<file path="config.mk">
export PLATFORM = sky130hd
export DESIGN_NAME = scc_ctrl
export DESIGN_NICKNAME = d
export VERILOG_FILES = /design/src/sv/scc_pkg.sv /design/src/sv/scc_ctrl.sv
export SDC_FILE = /design/constraint.sdc
export NUM_CORES = 1
export LEC_CHECK = 0
export BUFFER_PORTS_ARGS = -buffer_cell sky130_fd_sc_hd__buf_2
export CAP_MARGIN = 20
export CORE_MARGIN = 2
export CORE_UTILIZATION = 45
export DETAILED_ROUTE_END_ITERATION = 6
export PLACE_DENSITY = 0.79
export SYNTH_ARGS = -nofsm -noshare
export SYNTH_HDL_FRONTEND = slang
export SYNTH_SLANG_ARGS = --single-unit
</file>
<file path="constraint.sdc">
create_clock -name clk -period 2.4 [get_ports clk]
set_clock_uncertainty 0.15 [all_clocks]
set_input_delay 0.24 -clock clk [delete_from_list [all_inputs] [get_ports clk]]
set_output_delay 0.24 -clock clk [all_outputs]
set_load 0.03 [all_outputs]
</file>
<file path="src/sv/scc_pkg.sv">
package scc_pkg;

	localparam int WORD_BYTES = 8;
	localparam int WORD_W     = 8 * WORD_BYTES;
	localparam int WIDE_W     = 2 * WORD_W;
	localparam int LIMB_W     = 32;
	localparam int NUM_PAIRS  = 10;

	typedef logic [WORD_W-1:0] word_t;
	typedef logic [WIDE_W-1:0] wide_t;
	typedef logic [7:0]        byte_t;

	localparam wide_t LCG_MUL = 128'h2360ED051FC65DA44385DF649FCCF645;

	localparam int KEY_STREAM    = 5;
	localparam int ANCHOR_STREAM = 6;
	localparam int MASK_STREAM   = 7;

	typedef enum logic [1:0] {
		OP_LOAD_FWD = 2'd0,
		OP_LOAD_INV = 2'd1,
		OP_START    = 2'd2,
		OP_PROCESS  = 2'd3
	} op_t;

	typedef enum logic [2:0] {
		CFG_DIRECTION   = 3'd0,
		CFG_KEY_LOW     = 3'd1,
		CFG_KEY_HIGH    = 3'd2,
		CFG_ANCHOR_LOW  = 3'd3,
		CFG_ANCHOR_HIGH = 3'd4,
		CFG_MASK_LOW    = 3'd5,
		CFG_MASK_HIGH   = 3'd6,
		CFG_UNUSED      = 3'd7
	} cfg_idx_t;

	typedef enum logic [1:0] {
		GEN_KEY    = 2'd0,
		GEN_ANCHOR = 2'd1,
		GEN_MASK   = 2'd2,
		GEN_SPARE  = 2'd3
	} gen_t;

	typedef enum logic [2:0] {
		ST_IDLE,
		ST_SEED,
		ST_GO,
		ST_WAIT,
		ST_SUB,
		ST_FIN
	} state_t;

	typedef struct packed {
		logic       gen_load;
		logic       gen_from_ks;
		logic       go;
		gen_t       sel;
		logic       gen_capture;
		logic       ks_wr;
		logic       chain_draw;
		logic       mask_draw;
		logic       proc_prep;
		logic       rd_en;
		logic [2:0] rd_byte;
		logic       finish;
	} cmd_t;

	typedef struct packed {
		logic step_done;
		logic out_busy;
	} status_t;

	// limb pairs (i, j) of the truncated 128x128 product, i + j <= 3
	function automatic logic [1:0] pair_a(input logic [3:0] k);
		logic [1:0] r;
		r = 2'd0;
		unique case (k)
			4'd0, 4'd1, 4'd2, 4'd3: r = 2'd0;
			4'd4, 4'd5, 4'd6:       r = 2'd1;
			4'd7, 4'd8:             r = 2'd2;
			4'd9:                   r = 2'd3;
			default:                r = 2'd0;
		endcase
		return r;
	endfunction

	function automatic logic [1:0] pair_m(input logic [3:0] k);
		logic [1:0] r;
		r = 2'd0;
		unique case (k)
			4'd0, 4'd4, 4'd7, 4'd9: r = 2'd0;
			4'd1, 4'd5, 4'd8:       r = 2'd1;
			4'd2, 4'd6:             r = 2'd2;
			4'd3:                   r = 2'd3;
			default:                r = 2'd0;
		endcase
		return r;
	endfunction

	function automatic wide_t stream_inc(input gen_t g);
		wide_t r;
		r = '0;
		unique case (g)
			GEN_KEY:    r = wide_t'(2 * KEY_STREAM + 1);
			GEN_ANCHOR: r = wide_t'(2 * ANCHOR_STREAM + 1);
			GEN_MASK:   r = wide_t'(2 * MASK_STREAM + 1);
			default:    r = wide_t'(2 * KEY_STREAM + 1);
		endcase
		return r;
	endfunction

	// xsl-rr output of a generator state
	function automatic word_t gen_out(input wide_t s);
		word_t      x;
		logic [6:0] r;
		x = s[WIDE_W-1:WORD_W] ^ s[WORD_W-1:0];
		r = {1'b0, s[WIDE_W-1:WIDE_W-6]};
		return (x >> r) | (x << (7'd64 - r));
	endfunction

endpackage

</file>
<file path="src/sv/scc_ctrl.sv">
module scc_ctrl import scc_pkg::*; (
	input  logic    clk,
	input  logic    arst_n,
	input  logic    accept,
	input  op_t     operation,
	input  status_t status,
	output logic    ready,
	output cmd_t    cmd
);

	state_t     state_q, state_d;
	gen_t       gen_q, gen_d;
	logic       second_q, second_d;
	logic       proc_q, proc_d;
	logic [3:0] cnt_q, cnt_d;

	always_ff @(posedge clk or negedge arst_n) begin
		if (!arst_n) begin
			state_q  <= ST_IDLE;
			gen_q    <= GEN_KEY;
			second_q <= 1'b0;
			proc_q   <= 1'b0;
			cnt_q    <= '0;
		end else begin
			state_q  <= state_d;
			gen_q    <= gen_d;
			second_q <= second_d;
			proc_q   <= proc_d;
			cnt_q    <= cnt_d;
		end
	end

	always_comb begin
		state_d  = state_q;
		gen_d    = gen_q;
		second_d = second_q;
		proc_d   = proc_q;
		cnt_d    = cnt_q;
		ready    = 1'b0;
		cmd      = '0;
		cmd.sel  = gen_q;
		unique case (state_q)
			ST_IDLE: begin
				ready = 1'b1;
				if (accept && (operation == OP_START || operation == OP_PROCESS)) begin
					proc_d   = (operation == OP_PROCESS);
					gen_d    = GEN_KEY;
					second_d = 1'b0;
					state_d  = ST_SEED;
				end
			end
			ST_SEED: begin
				cmd.gen_load    = 1'b1;
				cmd.gen_from_ks = proc_q;
				state_d         = ST_GO;
			end
			ST_GO: begin
				cmd.go  = 1'b1;
				state_d = ST_WAIT;
			end
			ST_WAIT: begin
				if (status.step_done) begin
					cmd.gen_capture = 1'b1;
					if (proc_q) begin
						cmd.ks_wr     = 1'b1;
						cmd.proc_prep = 1'b1;
						cnt_d         = '0;
						state_d       = ST_SUB;
					end else begin
						unique case (gen_q)
							GEN_KEY: begin
								cmd.ks_wr = 1'b1;
								gen_d     = GEN_ANCHOR;
								second_d  = 1'b0;
								state_d   = ST_SEED;
							end
							GEN_ANCHOR: begin
								if (!second_q) begin
									second_d = 1'b1;
									state_d  = ST_GO;
								end else begin
									cmd.chain_draw = 1'b1;
									gen_d          = GEN_MASK;
									second_d       = 1'b0;
									state_d        = ST_SEED;
								end
							end
							GEN_MASK: begin
								if (!second_q) begin
									second_d = 1'b1;
									state_d  = ST_GO;
								end else begin
									cmd.mask_draw = 1'b1;
									state_d       = ST_IDLE;
								end
							end
							default: state_d = ST_IDLE;
						endcase
					end
				end
			end
			ST_SUB: begin
				if (cnt_q < 4'd8) begin
					cmd.rd_en   = 1'b1;
					cmd.rd_byte = cnt_q[2:0];
					cnt_d       = cnt_q + 4'd1;
				end else begin
					state_d = ST_FIN;
				end
			end
			ST_FIN: begin
				if (!status.out_busy) begin
					cmd.finish = 1'b1;
					state_d    = ST_IDLE;
				end
			end
			default: state_d = ST_IDLE;
		endcase
	end

endmodule

</file>
Yosys cells after proc, flatten, opt, wreduce, memory -nomap -nowiden
Index checks and enable logic that the tools add are counted.

Register bits after elaboration: 11. Bits of input ports: 7. Logic and storage cells: 78.

Add/subtract/negate cells: 1. Order comparisons: 1. Equal/unequal tests: 19. Mux-type cells: 41. Reductions and logical operators: 11.

Operators by type and width (count): $mux 4 (5); $pmux 3 s6 (1); $mux 2 (8); $mux 3 (5); $mux 1 (14); $ne 2x2->1 const B (7); $mux 5 (2); $pmux 3 s3 (1); $pmux 2 s2 (2); $pmux 4 s2 (1); $reduce_and 4->1 (2); $eq 2x2->1 const B (3); $eq 3x2->1 const B (2); $eq 3x3->1 const B (2); $reduce_and 6->1 (1); $reduce_and 5->1 (1); $add 4x1->4 const B (1); $lt 4x4->1 const B (1); $ne 4x1->1 const B (1); $reduce_bool 2->1 (2); $eq 3x1->1 const B (1); $logic_not 3->1 (1); $ne 3x1->1 const B (1); $ne 3x3->1 const B (1); other kinds (7) (7).

Logic depth before layout (Yosys ltp)
Word-level depth: 5. Mapped depth: 5. Gate-level depth less buffers: 5.

Least setup slack after synthesis
Ideal clock, no wire load.

Kind: register -> output. From: reg state_q[0]. To: out cmd[13] (netlist bit). Arrival: 1853 ps. Slack: 157 ps. Stages on the path, launching flop included: 4. Path buffers: 1. Cell sequence: dfrtp_1 -> buf_2 -> nor3b_1 -> and2_1.

RTL lines: start, declared (line scc_ctrl.sv:11) `state_t state_q, state_d;`; start signal, assigned (line scc_ctrl.sv:25) `state_q <= state_d;`; end, declared (line scc_ctrl.sv:8) `output cmd_t cmd`.

==> summary.md <==
| Metric | Value |
|---|---|
| Initial DRT Pass Iterations | `4` |
| Core region area | `1727 um2` |
| Post-synth top cells | `dfrtp_1, nor2_1, inv_1` |
| Drt drc | `0` |
| Startpoint types | `flip-flop` |
| Slew @ Worst Pin | `about 0.44 ns` |
| WP buf/inv | `2` |
| Cell Pwr Density | `~1300 nW/um2` |
| CP arrival | `around 1.9 ns` |
| Minimum clock period | `about 2.3 ns` |
| Yosys warning count | `0` |
| Mapped Cells | `between 90 and 100` |
| Die area | `2188 um2` |
| Diodes inserted | `0` |
| Initial antenna violation count | `0` |
| Pins Over Slew Limit | `0` |
| Clock Latency Late Sink | `between 0.2 and 0.3 ns` |
| Crit-path max FO | `14` |
| FMAX | `approximately 440 MHz` |
| Tot Pwr | `1.257 mW` |
| #FFs+latches synth | `11` |
| Post-synth EDFFs | `0` |
| Max stage delay on crit path | `between 0.6 and 0.7 ns` |
| Vias | `~750` |
| Final hold slack | `about 0.052 ns` |
| Clk network pwr share | `0.102` |
| Top_reg_cell synth | `dfrtp_1` |
| Global-route wire length before repair | `3042 um` |
| Leak Pwr | `slightly below 0.5 nW` |
| Boundary Pins | `23` |
| Share of Yosys cell area claimed by the top area cell type | `0.3343` |
| Fin util | `0.5638` |
| Worst-path clk slew | `approximately 0.070 ns` |
| WL final | `1857 um` |
| Largest net degree at the start of global routing | `16` |
| Largest cells by area after synthesis | `dfrtp_1, ha_1, nor2_1` |
| Crit Path Class | `reg -> out` |
| Fin nets | `~130` |
| GR Overflow Total | `0` |
| Max IR drop VDD | `roughly 0.65 mV` |
| Power share of the sequential group | `0.358` |
| Switch Pwr | `roughly 0.65 mW` |
| Delay-heaviest family, CP | `simple AND/OR/NAND/NOR gates` |
| Final Hold Viols | `0` |
| Mapped Area | `around 820 um2` |
| Die Y | `between 40 and 50 um` |
| Final antenna-violating net count | `0` |
| Synth-to-layout area growth | `18.24%` |
| I/O Buffers | `22` |
| Cell taking the most area after synthesis | `dfrtp_1` |
| Hold Path Class | `in -> reg` |
| Tcrit/Tclk final | `0.9439` |
| CTS H-tree depth | `1` |
| Layout cells sized above 1 | `0.2807` |
| Clock root buffer | `clkbuf_4` |
| Seq/Total Area, Yosys | `0.3343` |
| Initial Util | `0.4768` |
| Clock Tree Buf Depth | `2` |
| Combinational Power Share | `0.540` |
| WL/cell | `around 13 um` |
| Post-DR vias/cell | `around 5.4` |
| Synth unique cells | `42` |
| Number of CTS-inserted buffers | `3` |
| Number of global-route vias before repair | `710` |
| Crit-path slowest cell | `dfrtp_1` |
| Clock sink count | `11` |
| Sequence of cells on the critical path | `nand4b_2, or3_1, inv_1, buf_2` |
| Rel. slew slack | `0.7078` |
| Setup crit end kind | `primary output` |
| CTS tree | `yes` |
| Max-cap viol count | `0` |
| Endpoints failing setup | `0` |
| Power Internal | `0.6036 mW` |
| Initial DRC Count | `18` |
| DP HPWL | `1421 um` |
| Mapped Nets | `approximately 100` |
| Sw frac | `0.5200` |
| Crit path required time | `around 2 ns` |
| Post-CTS Setup Bufs | `0` |
| Die span in x | `roughly 47 um` |
| Synth Area per Inst | `between 9 and 10 um2` |
| Site Rows | `15` |
| Async set-reset flop share out of synthesis | `1.000` |
| All-Layer GR Usage | `0.1940` |
| Setup TNS | `0 ns` |
| Status | `complete, no violations` |
| Placer's final routability congestion estimate | `around 0.8` |
## sequential cells by signal, indices dropped and copies added, names as in the netlist
signal	flops
cnt_q	4
gen_q	2
state_q	3
proc_q	1
second_q	1
## power by group through the flow
stage / sequential (mW) / combinational (mW) / clock (mW)
floorplan: 0.389 / 0.580 / 0
global placement: 0.435 / 0.659 / 0
detailed placement: 0.446 / 0.677 / 0
CTS: 0.442 / 0.680 / 0.133
global route: 0.472 / 0.746 / 0.142
finish: 0.450 / 0.679 / 0.129
## per-layer routing
layer / wire length (um) / up-vias / GRT usage
met2: 934 / 20 / 0.3370
met5: 0 / - / 0
met4: 0 / 0 / 0.03333
met3: 81 / 0 / 0.05769
li1: - / 374 / -
met1: 841 / 351 / 0.2416
## final cells by class
class | instances | area, um2
Inverter | 9 | 35.03
Clock buffer | 4 | 26.28
Fill cell | 185 | 753.2
Multi-Input combinational cell | 67 | 484.2
Tap cell | 25 | 31.28
Timing Repair Buffer | 23 | 120.1
Sequential cell | 11 | 276.5
## cell usage in the layout (no fill, tap or decap), drive strengths merged, types with 2 or more instances in the layout
cell     n
nor2    11
a21oi    4
nand2b   5
and2     4
or3      2
buf     22
mux2     2
nand2    5
o211ai   2
o21ai    3
dfrtp   11
nand4b   2
ha       5
a41oi    2
clkbuf   4
inv      8
## metrics by stage
stage	area, um2	setup WS [ns]	std cells
floorplan	823.3	0.1565	91
global placement	935.9	0.4991	134
detailed placement	935.9	0.4236	134
CTS	972.2	0.1139	139
global route	973.4	-0.004348	139
finish	973.4	0.1347	139
## cell families after synthesis
group,synth area share
buffers and inverters,0.07751
DFF,0.3343
and+or+nand+nor,0.2933
adders and majority gates,0.07599
AOI/OAI and AO/OA,0.1793
muxes,0.03951
## final timing paths
kind,from,end,slack [ns],cells past startpoint
hold / removal,operation[0],proc_q,0.05,2
max in group asynchronous,arst_n,state_q[0],1.66,2
setup reg to reg,gen_q[1],state_q[1],0.65,5
min in group asynchronous,arst_n,cnt_q[0],0.22,2
hold reg to reg,cnt_q[2],cnt_q[2],0.35,1
setup / recovery,state_q[1],cmd[7],0.13,4
## worst reg2reg max path, cell delays in order (launching register included)
cell and delay [ns]:
dfrtp_1 0.43, inv_1 0.13, ha_1 0.24, nor2_1 0.08, or4_1 0.41, a41oi_1 0.23
## timing repair
item	4_1_cts	5_1_grt
hold buffers	1	0
endpoints found under the hold margin	11	0
setup endpoints to repair	0	1
gates resized for setup	0	1
Note: power is estimated with default switching activity, not from simulation.
